## src/drmfb_pkg.sv

```systemverilog
// Shared types and constants of the mono framebuffer dither-and-rotate block.
// Depends on nothing; every module of the block imports it.
package drmfb_pkg;

    // Image geometry of the panel.
    localparam int LONG_SIDE     = 800;
    localparam int SHORT_SIDE    = 480;
    localparam int BYTES_PER_ROW = 100;

    localparam int MAX_SIDE   = (LONG_SIDE > SHORT_SIDE) ? LONG_SIDE : SHORT_SIDE;
    // Counters, fill level and line buffer address; one more than the longest row.
    localparam int DIM_W      = $clog2(MAX_SIDE + 1);
    localparam int LINE_DEPTH = MAX_SIDE + 1;
    localparam int BPR_W      = $clog2(BYTES_PER_ROW + 1);

    // Diffused error and per-column error entries stay within -128..127.
    localparam int ERR_W  = 8;
    localparam int GRAY_W = 8;
    localparam int ADDR_W = 16;

    typedef logic [DIM_W-1:0]         t_dim;
    typedef logic signed [ERR_W-1:0]  t_err;
    typedef logic [GRAY_W-1:0]        t_gray;

    typedef enum logic [1:0] {
        CFG_TRUE_COLOR = 2'd0,
        CFG_PORTRAIT   = 2'd1,
        CFG_TOP_DOWN   = 2'd2
    } t_cfg_idx;

    typedef struct packed {
        logic true_color;
        logic portrait;
        logic top_down;
    } t_cfg;

    typedef struct packed {
        logic en;
        t_dim addr;
        t_err data;
    } t_line_wr;

    typedef struct packed {
        logic [ADDR_W-1:0] byte_address;
        logic [2:0]        bit_index;
        logic              white;
        logic              image_done;
    } t_pix_res;

endpackage

```

## src/drmfb_gray.sv

```systemverilog
// Gray source for the pixel stage: 256-entry palette gray table and RGB luma.
// Depends on drmfb_pkg.
module drmfb_gray (
    input  logic                i_clk,
    input  logic                i_load,
    input  logic                i_take,
    input  logic                i_true_color,
    input  logic [7:0]          i_palette_index,
    input  logic [7:0]          i_red,
    input  logic [7:0]          i_green,
    input  logic [7:0]          i_blue,
    output drmfb_pkg::t_gray    o_gray
);
    import drmfb_pkg::*;

    t_gray       r_gray_mem [256];
    t_gray       r_tab;
    t_gray       r_luma;
    t_gray       luma_in;
    logic [15:0] luma_sum;

    // (77R + 150G + 29B) >> 8; the weights sum to 256 so 16 bits never overflow
    assign luma_sum = 16'(i_red) * 16'd77 + 16'(i_green) * 16'd150 + 16'(i_blue) * 16'd29;
    assign luma_in  = luma_sum[15:8];

    always_ff @(posedge i_clk) begin
        if (i_load) begin
            r_gray_mem[i_palette_index] <= luma_in;
        end
    end

    always_ff @(posedge i_clk) begin
        if (i_take) begin
            r_tab  <= r_gray_mem[i_palette_index];
            r_luma <= luma_in;
        end
    end

    assign o_gray = i_true_color ? r_luma : r_tab;

endmodule

```

## config.mk

```make
export PLATFORM = sky130hd
export DESIGN_NAME = drmfb_gray
export DESIGN_NICKNAME = d
export VERILOG_FILES = /design/src/drmfb_pkg.sv /design/src/drmfb_gray.sv
export SDC_FILE = /design/constraint.sdc
export NUM_CORES = 2
export LEC_CHECK = 0
export ABC_AREA = 1
export BUFFER_PORTS_ARGS = -buffer_cell sky130_fd_sc_hd__buf_2
export CORE_ASPECT_RATIO = 1.5
export CORE_UTILIZATION = 45
export DETAILED_ROUTE_END_ITERATION = 10
export SKIP_LAST_GASP = 1
export SYNTH_ARGS = -nofsm -noshare
export SYNTH_HDL_FRONTEND = slang
export SYNTH_SLANG_ARGS = --single-unit
```

## constraint.sdc

```tcl
create_clock -name i_clk -period 19.2 [get_ports i_clk]
set_clock_uncertainty 0.05 [all_clocks]
set_input_delay 2.88 -clock i_clk [delete_from_list [all_inputs] [get_ports i_clk]]
set_output_delay 2.88 -clock i_clk [all_outputs]
set_load 0.005 [all_outputs]
```

==> flow_summary_export.csv <==
group,metric,value,unit
status,status,"finished clean",
die,fp-row-count,199,
timing,final_hold_viol_count,0,
worst_setup_path,cp-end-kind,"flop",
timing,rsz0062_at_grt,"false",
yosys,synth.distinct_cells,32,
worst_setup_path,crit_arrival,11.29,ns
route,dr.pass1.iters,6,
die,die_y,545,um
route,via_count,57400,
yosys,seq_area_frac_synth,0.700,
yosys,ys_ff_latch,2064,
timing,min_period,10.88,ns
yosys,synth_area_leaders,"edfxtp_1, nand2_1, nor2_1",
worst_setup_path,slowest_delay,0.97,ns
route,drc,0,
layout,fin_nets,8473,
clocking,cts_root_buf,"clkbuf_16",
yosys,synthCells,8396,
timing,fin_tns_setup,0,ns
worst_setup_path,required,19.61,ns
clocking,postCtsHoldBufs,0,
die,initial_core_util,0.452,
min_path,hp-class,"reg -> reg",
yosys,synth.cell_area,88500,sq um
global_route,grt-ovfl-total,0,
route,vias_per_cell,5.19,
worst_setup_path,start_kind,"input port",
route,first_iter_violations,4917,
timing,fmax,91.9,MHz
layout,area_growth,9.46,%
die,die_area,198000,sq um
die,fp.dieW,364,um
clocking,clockBufferDepth,4,
placed_design,place_congestion,0.847,
clocking,clkTransAtPathRegs,0.06,ns
die,io_pins,44,
worst_setup_path,cp_max_fo,94,
layout,multi_input_area,24200,sq um
global_route,grt_pass1_wl,353000,um
route,wirelength,236000,um
clocking,post_cts_buffers,0,
timing,slew_headroom,0.222,
yosys,postSynthAreaPerCell,10.5,sq um
clocking,htreeDepth,4,
clocking,clk_latency,0.85,ns
clocking,numCtsBuffers,196,
worst_setup_path,cpMaxStageDelayCell,"buf_4",
layout,fillCellCount,17600,
global_route,grt_max_degree,193,
timing,worstMarginPinSlew,1.17,ns
global_route,grt_pass1_vias,56600,
clocking,clock_sinks,2064,
yosys,yosysTopAreaCell,"edfxtp_1",
timing,fin_crit_sh,0.567,
layout,layout-drive-gt1-share,0.0478,
worst_setup_path,critical_path_class,"in -> reg",
timing,slew_violations,0,
placed_design,hpwl,132000,um
yosys,syn_nets,8571,
clocking,cts_tree,"done",
clocking,ctsResizeCount,0,
yosys,synth_top_area_frac,0.700,
yosys,yosys_warnings,0,
layout,seqCellArea,62000,sq um
global_route,antenna_found_initial,7,
die,coreArea,196000,sq um
flow_run,cap_violations,0,
placed_design,port_buffers,43,
global_route,grtUsageTotal,0.237,
route,wire_per_inst,21.3,um
timing,setup_violations,0,
route,detail-route-antenna-nets,0,
## sequential cells by signal (all words and copies together), names as in the netlist
register / count
r_tab: 8
r_luma: 8
r_gray_mem: 2048
## synth_stat cells
cell type,instances
a211oi_1,1
a21o_1,4
a21oi_1,53
a31oi_1,1
and2_1,1
buf_1,32
buf_2,203
buf_4,10
buf_6,8
clkbuf_1,165
edfxtp_1,2064
fa_1,55
ha_1,84
inv_1,143
inv_2,2
inv_4,2
mux2_2,8
nand2_1,4799
nand2_4,1
nand3_1,193
nand4_1,4
nor2_1,367
nor2_8,1
nor3_1,1
o21a_1,1
o21ai_0,49
o21ai_1,122
o21bai_1,2
o31ai_1,1
or2_2,1
xnor2_1,7
xor2_1,11
## path summary, 6_finish.rpt
path                                       end  slack (ns)  cells past startpoint                    startpoint
setup reg to reg            r_tab[2]$_DFFE_PP_       16.29                     12  r_gray_mem[145][2]$_DFFE_PP_
hold reg to reg             r_tab[5]$_DFFE_PP_        1.05                     10   r_gray_mem[11][5]$_DFFE_PP_
setup / recovery  r_gray_mem[249][6]$_DFFE_PP_        8.32                     26                    i_green[4]
hold / removal              r_tab[5]$_DFFE_PP_        1.05                     10   r_gray_mem[11][5]$_DFFE_PP_
## layout by cell type, fill, tap and decap left out, types with 5 or more instances in the layout
cell | netlist | layout
nand2_1 | 4799 | 4797
edfxtp_1 | 2064 | 2064
nor2_1 | 367 | 362
clkbuf_16 | 0 | 198
nand3_1 | 193 | 193
inv_1 | 143 | 141
o21ai_1 | 122 | 122
ha_1 | 84 | 84
buf_4 | 10 | 70
fa_1 | 55 | 55
a21oi_1 | 53 | 53
clkinv_1 | 0 | 51
o21ai_0 | 49 | 49
buf_2 | 203 | 41
clkbuf_1 | 165 | 36
clkinv_2 | 0 | 31
bufinv_16 | 0 | 12
buf_12 | 0 | 9
mux2_2 | 8 | 8
xor2_1 | 11 | 6
xnor2_1 | 7 | 5
xor2_4 | 0 | 5
nor2_4 | 0 | 5
inv_6 | 0 | 5
## through the flow
stage | hold slack (ns) | setup slack (ns) | instances | util | area [sq um]
after detailed placement | 1.03 | 7.48 | 10700 | 0.465 | 91000
after global placement | 1.01 | 7.46 | 10700 | 0.465 | 91000
final | 1.05 | 8.32 | 11100 | 0.495 | 96900
after floorplan | 0.814 | 2.57 | 8396 | - | 88500
after global routing | 1.14 | 7.87 | 11100 | 0.495 | 96900
after CTS | 1.04 | 8.33 | 11100 | 0.495 | 96800
## final cells by class
cell class	count	share of cell area
tap	2613	0.0338
clock buffer	234	0.0526
antenna	2	0.0000517
clock inverter	103	0.00827
inverter	147	0.00605
timing repair buffer	122	0.00971
multi-input combinational	5767	0.250
sequential	2064	0.640
## cell families after synthesis
kind of cell / synth area share
xor gates and xnor gates: 0.00178
AOI/OAI and AO/OA: 0.0135
adders and majority gates: 0.0243
buffers and inverters: 0.0280
and+or+nand+nor: 0.231
muxes: 0.00102
DFF: 0.700
## per-layer routing
layer,vias up,routed length [um],global-route usage
met5,-,12,0
met4,2,13200,0.121
met3,486,13300,0.0280
met2,1788,118000,0.416
met1,27800,90900,0.288
li1,27300,-,-
## critical path, delay by kind of cell
family                     cells  cell delay [ns]
AOI/OAI and AO/OA              5             0.91
xor gates and xnor gates       1             0.15
adders and majority gates     10             4.03
buffers and inverters          7             2.17
and+or+nand+nor                3             0.99
Power is left out: the tool's default activity adds up to more than one toggle a clock period on the data nets, which glitch-free logic cannot reach.
