==> src/drmfb_pkg.sv <==
// Shared types and constants of the mono framebuffer dither-and-rotate block.
// Depends on nothing; every module of the block imports it.
package drmfb_pkg;

    // Image geometry of the panel.
    localparam int LONG_SIDE     = 800;
    localparam int SHORT_SIDE    = 480;
    localparam int BYTES_PER_ROW = 100;

    localparam int MAX_SIDE   = (LONG_SIDE > SHORT_SIDE) ? LONG_SIDE : SHORT_SIDE;
    // Counters, fill level and line buffer address; one more than the longest row.
    localparam int DIM_W      = $clog2(MAX_SIDE + 1);
    localparam int LINE_DEPTH = MAX_SIDE + 1;
    localparam int BPR_W      = $clog2(BYTES_PER_ROW + 1);

    // Diffused error and per-column error entries stay within -128..127.
    localparam int ERR_W  = 8;
    localparam int GRAY_W = 8;
    localparam int ADDR_W = 16;

    typedef logic [DIM_W-1:0]         t_dim;
    typedef logic signed [ERR_W-1:0]  t_err;
    typedef logic [GRAY_W-1:0]        t_gray;

    typedef enum logic [1:0] {
        CFG_TRUE_COLOR = 2'd0,
        CFG_PORTRAIT   = 2'd1,
        CFG_TOP_DOWN   = 2'd2
    } t_cfg_idx;

    typedef struct packed {
        logic true_color;
        logic portrait;
        logic top_down;
    } t_cfg;

    typedef struct packed {
        logic en;
        t_dim addr;
        t_err data;
    } t_line_wr;

    typedef struct packed {
        logic [ADDR_W-1:0] byte_address;
        logic [2:0]        bit_index;
        logic              white;
        logic              image_done;
    } t_pix_res;

endpackage

==> src/drmfb_diffuse.sv <==
// Pixel stage: position counters, error diffusion, threshold and panel address.
// Depends on drmfb_pkg; drives the error line buffer.
module drmfb_diffuse (
    input  logic                 i_clk,
    input  logic                 i_rst_n,
    input  drmfb_pkg::t_cfg      i_cfg,
    input  logic                 i_fire,
    input  drmfb_pkg::t_gray     i_gray,
    input  drmfb_pkg::t_err      i_rd_data,
    output drmfb_pkg::t_dim      o_rd_addr,
    output drmfb_pkg::t_line_wr  o_wr,
    output drmfb_pkg::t_pix_res  o_res
);
    import drmfb_pkg::*;

    localparam int PROD_W = DIM_W + BPR_W;

    // Line buffer entries 0..r_fill-1 hold the finished next-row errors of the
    // previous row; the two entries after them sit in r_tail0/r_tail1, and
    // everything beyond reads as zero. r_acc_a/r_acc_b collect the next-row
    // error for the current column and the one after it; r_e7 is the 7/16
    // share that the previous pixel hands to this one.
    t_dim r_col, r_row, r_fill;
    t_err r_tail0, r_tail1, r_acc_a, r_acc_b, r_e7;
    t_dim n_col, n_row, n_fill;
    t_err n_tail0, n_tail1, n_acc_a, n_acc_b, n_e7;

    // state after the out-of-range fixups
    t_dim e_col, e_row, e_fill;
    t_err e_tail0, e_tail1, e_acc_a, e_acc_b, e_e7;

    t_dim               width, height, img_row, phy_x, phy_y;
    logic               last_col, done;
    logic [DIM_W:0]     k_idx, fill_x;
    t_err               err_in, err, e1, e3, e5, e7;
    logic signed [ERR_W:0] prev;
    logic signed [9:0]  gsum;
    t_gray              clamped;
    logic               white;
    logic signed [11:0] x1, m3, m5, m7, s3, s5, s7;
    logic [PROD_W-1:0]  addr_full;

    assign width  = i_cfg.portrait ? DIM_W'(SHORT_SIDE) : DIM_W'(LONG_SIDE);
    assign height = i_cfg.portrait ? DIM_W'(LONG_SIDE) : DIM_W'(SHORT_SIDE);

    always_comb begin
        // column past the row end (width shrank): close the row first
        if (r_col >= width) begin
            e_col   = '0;
            e_row   = r_row + 1'b1;
            e_fill  = r_col;
            e_tail0 = r_acc_a;
            e_tail1 = r_acc_b;
            e_acc_a = '0;
            e_acc_b = '0;
            e_e7    = '0;
        end else begin
            e_col   = r_col;
            e_row   = r_row;
            e_fill  = r_fill;
            e_tail0 = r_tail0;
            e_tail1 = r_tail1;
            e_acc_a = r_acc_a;
            e_acc_b = r_acc_b;
            e_e7    = r_e7;
        end
        // row past the image end (height shrank): start a fresh image
        if (e_row >= height) begin
            e_col   = '0;
            e_row   = '0;
            e_fill  = '0;
            e_tail0 = '0;
            e_tail1 = '0;
            e_acc_a = '0;
            e_acc_b = '0;
            e_e7    = '0;
        end
    end

    // error carried to this pixel from the row above
    always_comb begin
        k_idx  = {1'b0, e_col} + 1'b1;
        fill_x = {1'b0, e_fill};
        if (k_idx < fill_x) begin
            err_in = i_rd_data;
        end else if (k_idx == fill_x) begin
            err_in = e_tail0;
        end else if (k_idx == fill_x + 1'b1) begin
            err_in = e_tail1;
        end else begin
            err_in = '0;
        end
    end

    assign prev = {err_in[ERR_W-1], err_in} + {e_e7[ERR_W-1], e_e7};
    assign gsum = $signed({2'b00, i_gray}) + {{(10-ERR_W-1){prev[ERR_W]}}, prev};

    always_comb begin
        if (gsum[9]) begin
            clamped = '0;
        end else if (gsum[8]) begin
            clamped = '1;
        end else begin
            clamped = gsum[7:0];
        end
    end

    assign white = clamped[7];
    // white: clamped - 255, which is clamped + 1 in 8-bit two's complement
    assign err   = $signed(clamped + {7'd0, white});

    assign x1 = {{(12-ERR_W){err[ERR_W-1]}}, err};
    assign m3 = (x1 <<< 1) + x1;
    assign m5 = (x1 <<< 2) + x1;
    assign m7 = (x1 <<< 3) - x1;
    assign s3 = m3 >>> 4;
    assign s5 = m5 >>> 4;
    assign s7 = m7 >>> 4;
    assign e3 = s3[ERR_W-1:0];
    assign e5 = s5[ERR_W-1:0];
    assign e7 = s7[ERR_W-1:0];
    assign e1 = err >>> 4;

    assign last_col = (e_col == width - 1'b1);
    assign done     = last_col && (e_row == height - 1'b1);

    // next-row error for this column is complete once this pixel adds its 3/16
    assign o_wr.en   = i_fire;
    assign o_wr.addr = e_col;
    assign o_wr.data = e_acc_a + e3;

    always_comb begin
        n_col   = r_col;
        n_row   = r_row;
        n_fill  = r_fill;
        n_tail0 = r_tail0;
        n_tail1 = r_tail1;
        n_acc_a = r_acc_a;
        n_acc_b = r_acc_b;
        n_e7    = r_e7;
        if (i_fire) begin
            if (done) begin
                n_col   = '0;
                n_row   = '0;
                n_fill  = '0;
                n_tail0 = '0;
                n_tail1 = '0;
                n_acc_a = '0;
                n_acc_b = '0;
                n_e7    = '0;
            end else if (last_col) begin
                n_col   = '0;
                n_row   = e_row + 1'b1;
                n_fill  = width;
                n_tail0 = e_acc_b + e5;
                n_tail1 = e1;
                n_acc_a = '0;
                n_acc_b = '0;
                n_e7    = '0;
            end else begin
                n_col   = e_col + 1'b1;
                n_row   = e_row;
                n_fill  = e_fill;
                n_tail0 = e_tail0;
                n_tail1 = e_tail1;
                n_acc_a = e_acc_b + e5;
                n_acc_b = e1;
                n_e7    = e7;
            end
        end
    end

    // prefetch the entry the next pixel needs
    assign o_rd_addr = ((n_col >= width) ? '0 : n_col) + 1'b1;

    always_ff @(posedge i_clk) begin
        if (!i_rst_n) begin
            r_col   <= '0;
            r_row   <= '0;
            r_fill  <= '0;
            r_tail0 <= '0;
            r_tail1 <= '0;
            r_acc_a <= '0;
            r_acc_b <= '0;
            r_e7    <= '0;
        end else begin
            r_col   <= n_col;
            r_row   <= n_row;
            r_fill  <= n_fill;
            r_tail0 <= n_tail0;
            r_tail1 <= n_tail1;
            r_acc_a <= n_acc_a;
            r_acc_b <= n_acc_b;
            r_e7    <= n_e7;
        end
    end

    // panel position
    assign img_row   = i_cfg.top_down ? e_row : (height - 1'b1 - e_row);
    assign phy_x     = i_cfg.portrait ? img_row : e_col;
    assign phy_y     = i_cfg.portrait ? (DIM_W'(SHORT_SIDE - 1) - e_col) : img_row;
    assign addr_full = PROD_W'(phy_y) * PROD_W'(BYTES_PER_ROW) + PROD_W'(phy_x >> 3);

    assign o_res.byte_address = ADDR_W'(addr_full);
    assign o_res.bit_index    = ~phy_x[2:0];
    assign o_res.white        = white;
    assign o_res.image_done   = done;

endmodule

==> config.mk <==
export PLATFORM = sky130hd
export DESIGN_NAME = drmfb_diffuse
export DESIGN_NICKNAME = d
export VERILOG_FILES = /design/src/drmfb_pkg.sv /design/src/drmfb_diffuse.sv
export SDC_FILE = /design/constraint.sdc
export NUM_CORES = 1
export LEC_CHECK = 0
export ABC_CLOCK_PERIOD_IN_PS = 11300
export BUFFER_PORTS_ARGS = -buffer_cell sky130_fd_sc_hd__buf_2
export CORE_AREA = 2 2 185 187
export DETAILED_ROUTE_END_ITERATION = 8
export DIE_AREA = 0 0 187 189
export HOLD_SLACK_MARGIN = 0.03
export SLEW_MARGIN = 20
export SYNTH_ARGS = -nofsm -noshare
export SYNTH_HDL_FRONTEND = slang
export SYNTH_SLANG_ARGS = --single-unit
==> constraint.sdc <==
create_clock -name i_clk -period 11.3 [get_ports i_clk]
set_input_delay 0 -clock i_clk [delete_from_list [all_inputs] [get_ports i_clk]]
set_output_delay 0 -clock i_clk [all_outputs]
set_load 0.005 [all_outputs]
==> flow_summary.toml <==
[outcome]
status = "complete, no violations"

[worst_setup_path]
crit_start = "r_col[7]"
crit_path_max_fanout = 5
crit_slowest_cell = "a2111o_1"
start_kind = "register"
crit_path_end_kind = "output pin"
r2r-start = "r_col[7]"
worstPathArrival_ns = 11.22
critical_path_required_ns = 11.30
critical_path.max_stage_delay_ns = 0.52
critPathKind = "reg -> out"

[routing]
routedWlPerCell_microns = 16.8
via_per_inst = 5.33
drtIter0Drc = 633
antenna_left = 0
drc = 0
drt_first_pass_iters = 7
drt_wl_total_microns = 31000
vias = 9815

[clock_network]
cts_tree = "yes"
clk_pin_slew_ns = 0.06
hold_buffers = 0
clkLatencyLatePin_ns = 0.35
clock_path_buffers = 2
cts_inserted_buffers = 9
htreeDepth = 3
clock_sinks = 66
root_buffer = "clkbuf_16"

[min_path]
min_path_type = "in -> reg"
min_from = "i_rst_n"

[floorplan]
dieArea_sq_um = 35300
die_w_microns = 187
core_sq_um = 33300
fp.dieH_microns = 189
initial_core_util_pct = 27.6
placementRows = 67
ios = 72

[timing]
hold_viol_final = 0
fin_worst_skew_ns = 0.00995
final_max_slew_viol_count = 0
tightestPinTransition_ns = 0.940
period_needed_ns = 11.22
fmax_mhz = 89.2
fin_crit_sh_pct = 99.3
grt_setup_unrepaired = "true"
setup_viol = 0
slew_headroom_pct = 37.1

[global_routing]
overflow = 0
grt_pass1_wl_microns = 48500
track_usage_pct = 16.8
grt_max_degree = 55
grt_pass1_vias = 9192
antenna_found_initial = 2

[yosys]
yosys_warnings = 0
synth_nets = 1405
yosysTopAreaCell = "ha_1"
synth_cell_type_count = 83
syn_area_sq_um = 9170
synthArstFlopShare_pct = 0
post-synth-top-count-cell = "nand2_1"
synth-edff-count = 0
yosysTopAreaCellShare_pct = 14.5
synth_seq_cells = 66
synth_area_leaders = "ha_1, dfxtp_1, xnor2_1"
synthCells = 1259
synth_ff_type = "dfxtp_1"
syn_avg_cell_area_sq_um = 7.29
synth_common_cells = "nand2_1, nor2_1, ha_1"
seq_area_frac_synth_pct = 14.4

[place]
dpl_cell_area_sq_um = 10600
dp_hpwl_microns = 22700
finalWeightedCongestion = 0.905
port_buffers = 70

[power_and_ir_drop]
peakVddDrop_mv = 0.233
p_leak_nw = 5.08
cellPowerDensity_nw_per_um2 = 355
p_total_mw = 4.11

[cells_and_area]
drive_gt1_share_pct = 23.0
syn_to_final_growth_pct = 26.1
nets = 1533
final_cell_area_sq_um = 11600

[run]
maxCapViolations = 0
==> registers in the layout (all words and copies together) (netlist names) <==
register,flops
r_e7,8
r_row,10
r_fill,10
r_tail1,8
r_acc_b,4
r_acc_a,8
r_tail0,8
r_col,10
==> layout by cell type (no fill, tap or decap), types with 22 or more instances in the layout <==
master / count
buf_4: 116
nand2_1: 132
ha_1: 93
buf_2: 69
xor2_1: 33
nand3_1: 51
inv_1: 68
nor2_1: 108
o21ai_0: 45
nor3_1: 28
dfxtp_1: 61
and3_1: 30
a21oi_1: 82
xnor2_1: 57
nand4_1: 22
==> cell families after synthesis <==
family | count (synthesis) | synth area share (%)
and+or+nand+nor | 485 | 25.9
AOI/OAI and AO/OA | 307 | 22.5
buffers and inverters | 154 | 6.56
adders and majority gates | 125 | 18.5
xor gates and xnor gates | 101 | 9.79
DFF | 66 | 14.4
muxes | 21 | 2.40
==> stage by stage <==
step	worst slack [ns]	hold WS (ns)	instances	TNS, ns	util [%]
floorplan	0.00101	0.0808	1259	0	-
global placement	0.198	0.389	1799	0	31.8
detailed placement	0.0724	0.390	1799	0	31.8
CTS	0.00391	0.117	1826	0	33.4
global route	-0.393	0.143	1841	-0.961	34.8
finish	0.0844	0.133	1841	0	34.8
==> area by class of cell <==
class	count	area, sq um
Fill cell	3489	21700
Multi-Input combinational cell	1040	7800
Sequential cell	66	1330
Timing Repair Buffer	190	1270
Tap cell	448	561
Inverter	80	305
Clock buffer	12	246
Clock inverter	4	51.3
Antenna cell	1	2.50
==> where the power goes <==
| group | switching (mW) | internal (mW) | total, mW | leakage [nW] |
|---|---|---|---|---|
| logic | 1.81 | 1.72 | 3.53 | 4.39 |
| registers | 0.0197 | 0.266 | 0.286 | 0.540 |
| clock network | 0.115 | 0.177 | 0.292 | 0.143 |
| total | 1.94 | 2.17 | 4.11 | 5.08 |
==> metal layers <==
layer / GRT usage [%] / part of all wire [%]
met5: 0 / 0
met4: 6.07 / 3.0
met3: 1.43 / 4.6
met2: 29.8 / 49
met1: 21.3 / 44
==> path summary, 6_finish.rpt <==
check               endpoint  slack [ns]  cells past startpoint
setup / recovery     o_wr[7]        0.08                     56
hold reg to reg      r_e7[6]        0.46                      2
setup reg to reg  r_tail0[6]        0.34                     56
hold / removal       r_e7[2]        0.13                      2
==> critical path, delay by kind of cell (launching register included) <==
family	cells	cell delay [ns]
flip-flops	1	0.33
XOR/XNOR	5	0.65
adder cells (fa/ha/maj)	9	2.46
AND/OR/NAND/NOR	17	2.84
AO/OA/AOI/OAI	17	3.74
buffers and inverters	7	0.68
multiplexers	1	0.16
==> repair_timing <==
action	in CTS	in global routing
pin swaps	31	64
gates resized for setup	34	73
buffers inserted	10	15
setup endpoints to repair	3	13
cloned	1	0
Power figures use the tool's default switching activity.
